<file path="src/hw/rtl/blpg_pkg.sv">
package blpg_pkg;

  // fixed field widths
  localparam int OFFSET_BITS    = 25;
  localparam int COLOR_BITS     = 32;
  localparam int WIDTH_BITS     = 12;
  localparam int HEIGHT_BITS    = 12;
  localparam int PITCH_BITS     = 15;
  localparam int PBYTES_BITS    = 3;
  localparam int CFG_INDEX_BITS = 2;
  localparam int CFG_DATA_BITS  = 15;

  // register values after reset
  localparam logic [WIDTH_BITS-1:0]  SCREEN_WIDTH_RST  = 12'd960;
  localparam logic [HEIGHT_BITS-1:0] SCREEN_HEIGHT_RST = 12'd540;
  localparam logic [PITCH_BITS-1:0]  ROW_PITCH_RST     = 15'd3840;
  localparam logic [PBYTES_BITS-1:0] PIXEL_BYTES_RST   = 3'd4;

  // register indexes on the configuration port
  typedef enum logic [CFG_INDEX_BITS-1:0] {
    REG_SCREEN_WIDTH  = 2'd0,
    REG_SCREEN_HEIGHT = 2'd1,
    REG_ROW_PITCH     = 2'd2,
    REG_PIXEL_BYTES   = 2'd3
  } cfg_reg_t;

  // input word kinds
  typedef enum logic {
    CMD_LOAD = 1'b0,
    CMD_STEP = 1'b1
  } cmd_t;

  // current register contents
  typedef struct packed {
    logic [WIDTH_BITS-1:0]  screen_width;
    logic [HEIGHT_BITS-1:0] screen_height;
    logic [PITCH_BITS-1:0]  row_pitch;
    logic [PBYTES_BITS-1:0] pixel_bytes;
  } cfg_t;

endpackage

</file>
<file path="src/hw/rtl/blpg_cfg.sv">
module blpg_cfg (
  input  logic                               clk,
  input  logic                               rst,
  input  logic                               cfg_wr_en,
  input  logic [blpg_pkg::CFG_INDEX_BITS-1:0] cfg_addr,
  input  logic [blpg_pkg::CFG_DATA_BITS-1:0]  cfg_wdata,
  output blpg_pkg::cfg_t                     cfg
);
  import blpg_pkg::*;

  // register file, write only
  always_ff @(posedge clk) begin
    if (rst) begin
      cfg.screen_width  <= SCREEN_WIDTH_RST;
      cfg.screen_height <= SCREEN_HEIGHT_RST;
      cfg.row_pitch     <= ROW_PITCH_RST;
      cfg.pixel_bytes   <= PIXEL_BYTES_RST;
    end else if (cfg_wr_en) begin
      case (cfg_reg_t'(cfg_addr))
        REG_SCREEN_WIDTH:  cfg.screen_width  <= cfg_wdata[WIDTH_BITS-1:0];
        REG_SCREEN_HEIGHT: cfg.screen_height <= cfg_wdata[HEIGHT_BITS-1:0];
        REG_ROW_PITCH:     cfg.row_pitch     <= cfg_wdata[PITCH_BITS-1:0];
        REG_PIXEL_BYTES:   cfg.pixel_bytes   <= cfg_wdata[PBYTES_BITS-1:0];
        default: ;
      endcase
    end
  end

endmodule

</file>
<file path="src/hw/rtl/blpg_addr.sv">
module blpg_addr #(
  parameter int COORD_BITS = 12
) (
  input  blpg_pkg::cfg_t                     cfg,
  input  logic signed [COORD_BITS-1:0]       pix_x,
  input  logic signed [COORD_BITS-1:0]       pix_y,
  output logic                               on_screen,
  output logic [blpg_pkg::OFFSET_BITS-1:0]   offset
);
  import blpg_pkg::*;

  localparam int MAG_BITS  = COORD_BITS - 1;
  localparam int CMP_BITS  = (MAG_BITS > WIDTH_BITS) ? MAG_BITS : WIDTH_BITS;
  localparam int PROD_BITS = MAG_BITS + PITCH_BITS + 1;
  localparam int SUM_BITS  = (PROD_BITS > OFFSET_BITS) ? PROD_BITS : OFFSET_BITS;

  logic                x_ok;
  logic                y_ok;
  logic [SUM_BITS-1:0] sum;

  // clip test: non-negative and below the visible size
  assign x_ok = !pix_x[COORD_BITS-1] &&
                (CMP_BITS'(pix_x[MAG_BITS-1:0]) < CMP_BITS'(cfg.screen_width));
  assign y_ok = !pix_y[COORD_BITS-1] &&
                (CMP_BITS'(pix_y[MAG_BITS-1:0]) < CMP_BITS'(cfg.screen_height));
  assign on_screen = x_ok && y_ok;

  // y * pitch + x * bytes per pixel, kept to the offset width
  assign sum = SUM_BITS'(pix_y[MAG_BITS-1:0]) * SUM_BITS'(cfg.row_pitch) +
               SUM_BITS'(pix_x[MAG_BITS-1:0]) * SUM_BITS'(cfg.pixel_bytes);
  assign offset = on_screen ? sum[OFFSET_BITS-1:0] : '0;

endmodule

</file>
<file path="src/hw/rtl/blpg_core.sv">
module blpg_core #(
  parameter int COORD_BITS = 12
) (
  input  logic                               clk,
  input  logic                               rst,
  input  blpg_pkg::cfg_t                     cfg,
  input  logic                               in_valid,
  output logic                               in_ready,
  input  blpg_pkg::cmd_t                     in_cmd,
  input  logic signed [COORD_BITS-1:0]       in_start_x,
  input  logic signed [COORD_BITS-1:0]       in_start_y,
  input  logic signed [COORD_BITS-1:0]       in_end_x,
  input  logic signed [COORD_BITS-1:0]       in_end_y,
  input  logic [blpg_pkg::COLOR_BITS-1:0]    in_color,
  output logic                               out_valid,
  input  logic                               out_ready,
  output logic signed [COORD_BITS-1:0]       out_x,
  output logic signed [COORD_BITS-1:0]       out_y,
  output logic                               out_inside,
  output logic [blpg_pkg::OFFSET_BITS-1:0]   out_offset,
  output logic [blpg_pkg::COLOR_BITS-1:0]    out_color,
  output logic                               out_last
);
  import blpg_pkg::*;

  localparam int N  = COORD_BITS;
  localparam int EW = COORD_BITS + 2;
  localparam int PW = COORD_BITS + 3;

  // input register
  logic                  hold_valid;
  cmd_t                  hold_cmd;
  logic signed [N-1:0]   hold_sx;
  logic signed [N-1:0]   hold_sy;
  logic signed [N-1:0]   hold_ex;
  logic signed [N-1:0]   hold_ey;
  logic [COLOR_BITS-1:0] hold_color;

  // line walker state
  logic signed [N-1:0]   cur_x;
  logic signed [N-1:0]   cur_y;
  logic signed [N-1:0]   tgt_x;
  logic signed [N-1:0]   tgt_y;
  logic signed [EW-1:0]  err;
  logic signed [N:0]     abs_dx;
  logic signed [N:0]     neg_abs_dy;
  logic                  dir_x_neg;
  logic                  dir_y_neg;
  logic [COLOR_BITS-1:0] held_color;
  logic                  busy;

  // handshake control
  logic is_load;
  logic emit;
  logic res_ready;
  logic adv;

  // load setup
  logic signed [N:0]     ld_dx;
  logic signed [N:0]     ld_dy;
  logic signed [N:0]     ld_abs_dx;
  logic signed [N:0]     ld_neg_abs_dy;
  logic signed [EW-1:0]  ld_err;

  // one step
  logic signed [PW-1:0]  e2;
  logic signed [PW-1:0]  neg_ext;
  logic signed [PW-1:0]  abs_ext;
  logic signed [EW-1:0]  add_x;
  logic signed [EW-1:0]  add_y;
  logic                  take_x;
  logic                  take_y;
  logic                  x_done;
  logic                  y_done;
  logic                  move_x;
  logic                  move_y;
  logic                  done;
  logic signed [EW-1:0]  err_next;
  logic signed [N-1:0]   x_next;
  logic signed [N-1:0]   y_next;

  // pixel address
  logic                   pix_inside;
  logic [OFFSET_BITS-1:0] pix_offset;

  blpg_addr #(
    .COORD_BITS(COORD_BITS)
  ) u_addr (
    .cfg       (cfg),
    .pix_x     (cur_x),
    .pix_y     (cur_y),
    .on_screen (pix_inside),
    .offset    (pix_offset)
  );

  // a word moves on when it needs no result slot or the slot is free
  assign is_load   = (hold_cmd == CMD_LOAD);
  assign emit      = hold_valid && !is_load && busy;
  assign res_ready = !out_valid || out_ready;
  assign adv       = hold_valid && (!emit || res_ready);
  assign in_ready  = !hold_valid || adv;

  // deltas, directions and first error term
  assign ld_dx         = {hold_ex[N-1], hold_ex} - {hold_sx[N-1], hold_sx};
  assign ld_dy         = {hold_ey[N-1], hold_ey} - {hold_sy[N-1], hold_sy};
  assign ld_abs_dx     = ld_dx[N] ? -ld_dx : ld_dx;
  assign ld_neg_abs_dy = ld_dy[N] ? ld_dy : -ld_dy;
  assign ld_err        = {ld_abs_dx[N], ld_abs_dx} + {ld_neg_abs_dy[N], ld_neg_abs_dy};

  // bresenham decision on twice the error
  assign e2      = {err, 1'b0};
  assign neg_ext = {{2{neg_abs_dy[N]}}, neg_abs_dy};
  assign abs_ext = {{2{abs_dx[N]}}, abs_dx};
  assign take_x  = (e2 >= neg_ext);
  assign x_done  = take_x && (cur_x == tgt_x);
  assign move_x  = take_x && !x_done;
  assign take_y  = !x_done && (e2 <= abs_ext);
  assign y_done  = take_y && (cur_y == tgt_y);
  assign move_y  = take_y && !y_done;
  assign done    = x_done || y_done;

  assign add_x    = move_x ? {neg_abs_dy[N], neg_abs_dy} : '0;
  assign add_y    = move_y ? {abs_dx[N], abs_dx} : '0;
  assign err_next = err + add_x + add_y;
  assign x_next   = !move_x ? cur_x : (dir_x_neg ? cur_x - N'(1) : cur_x + N'(1));
  assign y_next   = !move_y ? cur_y : (dir_y_neg ? cur_y - N'(1) : cur_y + N'(1));

  // input register
  always_ff @(posedge clk) begin
    if (rst) begin
      hold_valid <= 1'b0;
    end else if (in_ready) begin
      hold_valid <= in_valid;
    end
    if (in_valid && in_ready) begin
      hold_cmd   <= in_cmd;
      hold_sx    <= in_start_x;
      hold_sy    <= in_start_y;
      hold_ex    <= in_end_x;
      hold_ey    <= in_end_y;
      hold_color <= in_color;
    end
  end

  // walker state
  always_ff @(posedge clk) begin
    if (rst) begin
      cur_x      <= '0;
      cur_y      <= '0;
      tgt_x      <= '0;
      tgt_y      <= '0;
      err        <= '0;
      abs_dx     <= '0;
      neg_abs_dy <= '0;
      dir_x_neg  <= 1'b0;
      dir_y_neg  <= 1'b0;
      held_color <= '0;
      busy       <= 1'b0;
    end else if (adv && is_load) begin
      cur_x      <= hold_sx;
      cur_y      <= hold_sy;
      tgt_x      <= hold_ex;
      tgt_y      <= hold_ey;
      err        <= ld_err;
      abs_dx     <= ld_abs_dx;
      neg_abs_dy <= ld_neg_abs_dy;
      dir_x_neg  <= !(hold_sx < hold_ex);
      dir_y_neg  <= !(hold_sy < hold_ey);
      held_color <= hold_color;
      busy       <= 1'b1;
    end else if (adv && emit) begin
      cur_x <= x_next;
      cur_y <= y_next;
      err   <= err_next;
      busy  <= !done;
    end
  end

  // result register
  always_ff @(posedge clk) begin
    if (rst) begin
      out_valid <= 1'b0;
    end else if (res_ready) begin
      out_valid <= emit;
    end
    if (emit && res_ready) begin
      out_x      <= cur_x;
      out_y      <= cur_y;
      out_inside <= pix_inside;
      out_offset <= pix_offset;
      out_color  <= held_color;
      out_last   <= done;
    end
  end

endmodule

</file>
<file path="src/hw/rtl/bresenham_line_pixel_generator.sv">
// Bresenham line pixel generator with screen clipping.
// Slave stream: each word is a command in tuser. A load word carries start
// and end points and a colour; it sets up the line and gives no output word.
// A step word gives the next pixel of the line; a step with no line loaded
// is consumed and gives nothing. A load while a line is running drops it.
// Master stream: one word per pixel with coordinates, framebuffer byte
// offset (y * row_pitch + x * pixel_bytes, zero when clipped) and colour;
// tuser flags an on-screen pixel, tlast marks the final pixel of the line.
// Throughput: one word per cycle while the master side is not stalled;
// the pixel step and address multiply-add sit between the input register
// and the output register. Stalls: with the master side stalled, load
// words and steps with no line still pass through; the first pixel step
// waits in the input register and s_axis_tready stays low until the held
// output word is taken. Reset clears both registers, drops any line and
// restores the screen registers to 960 x 540, pitch 3840, 4 bytes per
// pixel. Registers are written through cfg_wr_en / cfg_addr / cfg_wdata;
// the user must write them only while idle; the block does not enforce it.
module bresenham_line_pixel_generator #(
  parameter int COORD_BITS = 12
) (
  input  logic                               clk,
  input  logic                               rst,
  input  logic                               cfg_wr_en,
  input  logic [blpg_pkg::CFG_INDEX_BITS-1:0] cfg_addr,
  input  logic [blpg_pkg::CFG_DATA_BITS-1:0]  cfg_wdata,
  input  logic                               s_axis_tvalid,
  output logic                               s_axis_tready,
  // start_x, start_y, end_x, end_y, line_color
  input  logic [((4*COORD_BITS+blpg_pkg::COLOR_BITS+7)/8)*8-1:0] s_axis_tdata,
  // command
  input  logic                               s_axis_tuser,
  output logic                               m_axis_tvalid,
  input  logic                               m_axis_tready,
  // pixel_x, pixel_y, byte_offset, pixel_color, zero fill
  output logic [((2*COORD_BITS+blpg_pkg::OFFSET_BITS+blpg_pkg::COLOR_BITS+7)/8)*8-1:0]
                                             m_axis_tdata,
  // inside_res
  output logic                               m_axis_tuser,
  output logic                               m_axis_tlast
);
  import blpg_pkg::*;

  localparam int N             = COORD_BITS;
  localparam int OUT_DATA_BITS = 2*N + OFFSET_BITS + COLOR_BITS;
  localparam int OUT_TDATA_BITS = ((OUT_DATA_BITS + 7) / 8) * 8;

  cfg_t                  cfg;
  logic signed [N-1:0]   pix_x;
  logic signed [N-1:0]   pix_y;
  logic [OFFSET_BITS-1:0] pix_offset;
  logic [COLOR_BITS-1:0] pix_color;

  blpg_cfg u_cfg (
    .clk       (clk),
    .rst       (rst),
    .cfg_wr_en (cfg_wr_en),
    .cfg_addr  (cfg_addr),
    .cfg_wdata (cfg_wdata),
    .cfg       (cfg)
  );

  blpg_core #(
    .COORD_BITS(COORD_BITS)
  ) u_core (
    .clk        (clk),
    .rst        (rst),
    .cfg        (cfg),
    .in_valid   (s_axis_tvalid),
    .in_ready   (s_axis_tready),
    .in_cmd     (cmd_t'(s_axis_tuser)),
    .in_start_x (s_axis_tdata[0*N +: N]),
    .in_start_y (s_axis_tdata[1*N +: N]),
    .in_end_x   (s_axis_tdata[2*N +: N]),
    .in_end_y   (s_axis_tdata[3*N +: N]),
    .in_color   (s_axis_tdata[4*N +: COLOR_BITS]),
    .out_valid  (m_axis_tvalid),
    .out_ready  (m_axis_tready),
    .out_x      (pix_x),
    .out_y      (pix_y),
    .out_inside (m_axis_tuser),
    .out_offset (pix_offset),
    .out_color  (pix_color),
    .out_last   (m_axis_tlast)
  );

  // output word packing, lowest field first
  assign m_axis_tdata = OUT_TDATA_BITS'({pix_color, pix_offset, pix_y, pix_x});

endmodule

</file>
<file path="config.mk">
export PLATFORM = sky130hd
export DESIGN_NAME = bresenham_line_pixel_generator
export DESIGN_NICKNAME = d
export VERILOG_FILES = /design/src/hw/rtl/blpg_pkg.sv /design/src/hw/rtl/blpg_cfg.sv /design/src/hw/rtl/blpg_addr.sv /design/src/hw/rtl/blpg_core.sv /design/src/hw/rtl/bresenham_line_pixel_generator.sv
export SDC_FILE = /design/constraint.sdc
export NUM_CORES = 1
export LEC_CHECK = 0
export BUFFER_PORTS_ARGS = -buffer_cell sky130_fd_sc_hd__buf_2
export CAP_MARGIN = 0
export CORE_ASPECT_RATIO = 0.8
export CORE_MARGIN = 8
export CORE_UTILIZATION = 45
export DETAILED_ROUTE_END_ITERATION = 10
export GPL_TIMING_DRIVEN = 0
export HOLD_SLACK_MARGIN = 0.06
export PLACE_DENSITY_LB_ADDON = 0.15
export SYNTH_ARGS = -nofsm -noshare
export SYNTH_HDL_FRONTEND = slang
export SYNTH_HIERARCHICAL = 1
export SYNTH_SLANG_ARGS = --single-unit
</file>
<file path="constraint.sdc">
create_clock -name clk -period 6.7 [get_ports clk]
set_input_delay 0.335 -clock clk [delete_from_list [all_inputs] [get_ports clk]]
set_output_delay 0.335 -clock clk [all_outputs]
set_load 0.005 [all_outputs]
</file>
=== Yosys cells after proc, flatten, opt, wreduce, memory -nomap -nowiden ===
Index checks and enable logic that the tools add are counted.

* Bits of input ports: 103
* Word-level logic and storage cells: 110
* Flip-flop bits (word level): 331

* Multiplexer cells: 16
* $lt $le $gt $ge: 6
* Eq/ne operators: 5
* Reduce and logical (&&, ||, !) cells: 39
* $mul: 2
* $add $sub $neg: 12
* Bitwise logic cells: 1

{| class="wikitable"
|+ Operators by type and width
! cell !! number
|-
| $mux W12 || 8
|-
| $mux W14 || 4
|-
| $add A14 B14 Y14 || 2
|-
| $mux W13 || 2
|-
| $neg A13 Y13 || 2
|-
| $sub A12 B12 Y13 || 2
|-
| $add A25 B14 Y25 || 1
|-
| $mul A11 B15 Y25 || 1
|-
| $add A12 B2 Y12 const B || 2
|-
| $eq A12 B12 Y1 || 2
|-
| $lt A11 B12 Y1 || 2
|-
| $lt A12 B12 Y1 || 2
|-
| $sub A12 B2 Y12 const B || 2
|-
| $ge A15 B13 Y1 || 1
|-
| $le A15 B13 Y1 || 1
|-
| $logic_and A1 B1 Y1 || 15
|-
| $add A13 B13 Y14 || 1
|-
| $mul A11 B3 Y14 || 1
|-
| $reduce_and A2 Y1 || 6
|-
| $logic_not A1 Y1 || 10
|-
| $reduce_bool A2 Y1 || 3
|-
| $eq A2 B2 Y1 const B || 2
|-
| $logic_or A1 B1 Y1 || 4
|-
| $eq A2 B1 Y1 const B || 1
|-
| other kinds (3) || 4
|}

=== Longest topological paths before layout ===
* Depth after elaboration: 11
* Gate-level depth with buffers: 21

=== Modules after synthesis ===
The synthesis kept the hierarchy.

{| class="wikitable"
|+ By module, submodules not included
! module !! times used !! area an instance (µm²) !! sequential area each (µm²) !! cells each
|-
| blpg_core || 1 || 14998.1 || 7427.1 || 1452
|-
| blpg_addr || 1 || 7433.4 || 0.0 || 889
|-
| blpg_cfg || 1 || 1737.9 || 840.8 || 167
|-
| bresenham_line_pixel_generator || 1 || 56.3 || 0.0 || 8
|}

=== Worst setup path before layout ===
OpenSTA, ideal clock, no wires.

* Path kind: flip-flop to flip-flop
* Start: reg u_core.cur_y[7]
* End: reg u_core/out_offset[24] in the netlist's numbering, data pin
* Arrival: 5.487 ns
* Slack: 0.947 ns
* Buffers on the path: 2
* Period minus slack after synthesis: 5.753 ns
* Setup time: 0.266 ns
* Cell stages (with the launch flop): 20
* Cell sequence: dfxtp_1 > clkbuf_1 > nand2_1 > fa_1 > fa_1 > fa_1 > inv_1 > fa_1 > fa_1 > inv_1 > fa_1 > inv_1 > ha_1 > clkbuf_1 > a21oi_1 > o21bai_1 > and3b_1 > o32ai_1 > o41ai_2 > mux2i_1

* Longest elaborated chain between the ends: 3

{| class="wikitable"
|+ RTL lines
! what !! RTL line !! text
|-
| start, declared || blpg_core.sv:41 || <nowiki>logic signed [N-1:0] cur_y;</nowiki>
|-
| start signal, assigned || blpg_core.sv:161 || <nowiki>cur_y <= hold_sy;</nowiki>
|-
| start signal, assigned || blpg_core.sv:173 || <nowiki>cur_y <= y_next;</nowiki>
|-
| parallel branches: the longest is 3 deep, another holds $mul A11 B15 Y25 || n/a ||
|-
| end signal, assigned || blpg_core.sv:190 || <nowiki>out_offset <= pix_offset;</nowiki>
|-
| end, declared || blpg_core.sv:20 || <nowiki>output logic [blpg_pkg::OFFSET_BITS-1:0] out_offset,</nowiki>
|}

Parallel ways; which one is timed is not known.
A chain may end at the register's enable or synchronous reset.

=== Final worst setup path ===
* Start: reg u_core.cur_y[5]
* End: reg u_core/out_offset[24] in the netlist's numbering, data pin

Same word-level chain as after synthesis.

==> impl_results.md <==
* Design Area, Final at 28200 um2
* Critical path's slowest cell: dfxtp_2
* Worst Tran Pin Value at 1.14 ns
* Number of CTS-inserted buffers at 37
* Vias in the first global route at 19.8k
* DRT Pass-1 Iters at 5
* R2R cell count at 18
* Worst vdd ir at 0.000229 V
* Die W at 275 um
* Largest area contributor in the netlist: edfxtp_1
* Slowest stage delay, CP at 0.59 ns
* CP required at 6.98 ns
* Final WS setup at 0.193 ns
* Largest family of logic cells by synthesized area: adder cells
* Io pins at 195
* Final Core Density at 0.528
* DRC at 0
* Yosys reg bits at 331
* Power Density at 235 nW/um2
* Max Clock Skew at 0.0242 ns
* P_leak at 12.7 nW
* Starting Density at 0.453
* Largest net degree at the start of global routing at 61
* Synth top area cells: edfxtp_1 20%, dfxtp_1 14%, fa_1 14%
* Adder-Cell Fraction of Synth Area at 0.242
* DR WL/cell at 20.2 um
* H-tree levels at 2
* Final Hold Vio Count at 0
* Clk buf depth at 3
* Most frequent CP cell: fa_1
* Setup slack, reg-to-reg at 0.19 ns
* GP Congestion at 0.955
* Distinct cell type count after synthesis at 95
* Status: complete, no violations
* Post-synth ARST share at 0
* Reg-to-Reg Start: u_core/cur_y[5]
* Worst Path Class, Setup: reg2reg
* Placed cell area at 26100 um2
* DP Cell Count at 3413
* PortBufs at 186
* Layout cell share with drive strength beyond 1 at 0.111
* Mux contribution to synthesized area at 0.0237
* Max Freq at 154 MHz
* Initial drt markers at 1392
* Synth-to-Final Area Change at 16.6%
* First-pass GRT wire length at 112 mm
* DP HPWL at 55.5 mm
* Worst-skew pair later-pin latency at 0.56 ns
* Core area at 53500 um2
* Worst Hold Class: in2reg
* Post-synth EDFFs at 164
* CTS Sinks at 331
* Gr ovfl total at 0
* Setup violators final at 0
* Slew Limit Fails at 0
* Critical-path maximum fanout at 11
* Crit path time final at 6.51 ns
* DR vias at 19.2k
* CTS tree: built
* FP Rows at 76
* Final net count at 3310
* Place WS at -0.0444 ns
* Finished Layout Cells at 3568
* Most used DFF post-synth: dfxtp_1
* Syn. warnings at 6
* Leading cell type in the layout, fill and taps excluded: nand2_1
* Final Cycle Share at 0.971
* Setup crit end: u_core/out_offset[24]
* Die Height at 224 um
* Via density at 5.37
* Power Total at 6.64 mW
* Post-Route Setup TNS at 0 ns
* Mean Syn Cell Area at 9.63 um2
* Reg2reg end: u_core/out_offset[24]
* Tot GR Track Use at 0.232
* Routed Antenna Nets at 0
* DIE AREA at 61600 um2
* Post-Synth Simple-Gate Area at 0.164
* Syn Std Cell Area at 24200 um2
* Crit end category: flop
* Cells after Synth at 2516
* Sequential share of the synthesized area at 0.341
* Worst-path cell chain: clkbuf_1 -> nand2_1 -> fa_1 -> fa_1 -> inv_1 -> fa_1 -> fa_1 -> fa_1 -> inv_1 -> fa_1 -> inv_1 -> ha_1 -> nand2_1 -> or3_1 -> o221ai_2 -> nand3_1 -> o41ai_2 -> mux2i_1
* Hold WS at 0.0856 ns
* Initial antenna violation count at 0
* Synth Area in XOR/XNOR at 0.0403
* Crit path DAT at 6.79 ns
* Type of origin of the critical path: flop
* Clk root buf: clkbuf_16
* Yosys top cell area share at 0.203
* Maxcap violations at 0
* Most frequent cells in the layout: 312 x nand2_1, 301 x inv_1, 205 x ha_1
* Unrepaired setup endpoints after global routing: false
* Worst setup path start: u_core/cur_y[5]
* Area fraction in compound gates after synthesis at 0.122
* Slew HR at 0.241
* Drt total wl at 72.0 mm
* Setup Buffers After CTS at 0
* Clock-pin slew on the worst setup and hold paths at 0.06 ns
[synth_stat cells (9+ instances only)]
master	number
fa_1	165
buf_4	9
inv_1	301
a211oi_1	52
nand3b_1	12
mux2i_1	54
nand2_1	312
o21a_1	13
a21oi_1	149
xnor2_1	64
nand3_1	37
o21ai_0	48
nand2b_1	57
ha_1	205
nor2b_1	16
nor2_1	127
o211ai_1	9
clkbuf_1	89
xor2_1	43
dfxtp_1	167
and3_1	16
nand4_1	16
nor4_1	15
a21o_1	32
edfxtp_1	164
and2_1	119
o21bai_1	10
nor3_1	41
a31oi_1	16
[kinds of logic (layout without fill, tap and decap cells)]
group                    count (synthesis)  count (layout)
AO/OA/AOI/OAI                          430             430
XOR/XNOR                               109             109
flip-flops                             331             331
multiplexers                            57              57
other                                    1               8
AND/OR/NAND/NOR                        807             807
buffers and inverters                  411             754
adder cells (fa/ha/maj)                370             370
[state kept, by name, summed over array words and instances, names as in the netlist, 13 cells and up]
signal,cells
u_cfg/cfg,42
u_core/held_color,32
u_core/hold_color,32
u_core/out_color,32
u_core/out_offset,25
u_core/err,14
u_core/abs_dx,13
u_core/neg_abs_dy,13
[what timing repair did]
item,4_1_cts,5_1_grt
hold buffers,88,0
endpoints found under the setup margin,3,9
gates cloned,0,0
hold endpoints to repair,88,0
resized for setup,4,9
[area by class of cell]
class | instances | area (um2)
well taps | 702 | 878
plain buffers | 108 | 478
clock buffers | 52 | 1070
clock inverters | 15 | 146
inverters | 302 | 1130
flip-flops and latches | 331 | 8280
multi-input cells | 1780 | 14400
repair buffers | 277 | 1880
diodes | 1 | 2.50
fillers | 4894 | 25300
[layer usage]
layer	wire length, um	vias up	global-route usage
li1	-	9163	-
met1	31100	9316	0.304
met2	34700	565	0.397
met3	4150	115	0.0313
met4	2040	0	0.0749
met5	0	-	0
[worst min-delay path by stage]
stage | startpoint | to | slack, ns | cells after the start
finish | cfg_wdata[11] | u_cfg/cfg[14] | 0.09 | 3
global route | cfg_wdata[6] | u_cfg/cfg[36] | 0.1 | 3
CTS | cfg_wdata[11] | u_cfg/cfg[14] | 0.06 | 3
detailed placement | u_core/held_color[13] | u_core/out_color[13] | 0.42 | 0
global placement | u_core/held_color[23] | u_core/out_color[23] | 0.41 | 0
floorplan | u_core/held_color[0] | u_core/out_color[0] | 0.41 | 0
[power by group]
part / internal, mW / total (mW) / leakage, nW / switching [mW]
combinational: 0.860 / 2.22 / 9.20 / 1.36
sequential: 2.24 / 2.36 / 2.90 / 0.118
clock: 1.19 / 2.06 / 0.591 / 0.865
[worst max-delay path: cells and delay by family (launching register included)]
family / cells / cell delay [ns]
compound gates: 2 / 0.57
fa+ha+maj: 7 / 3.43
buf+inv: 4 / 0.66
flops: 1 / 0.59
mux: 1 / 0.13
simple gates: 4 / 0.85
(Power assumes the default switching activity.)
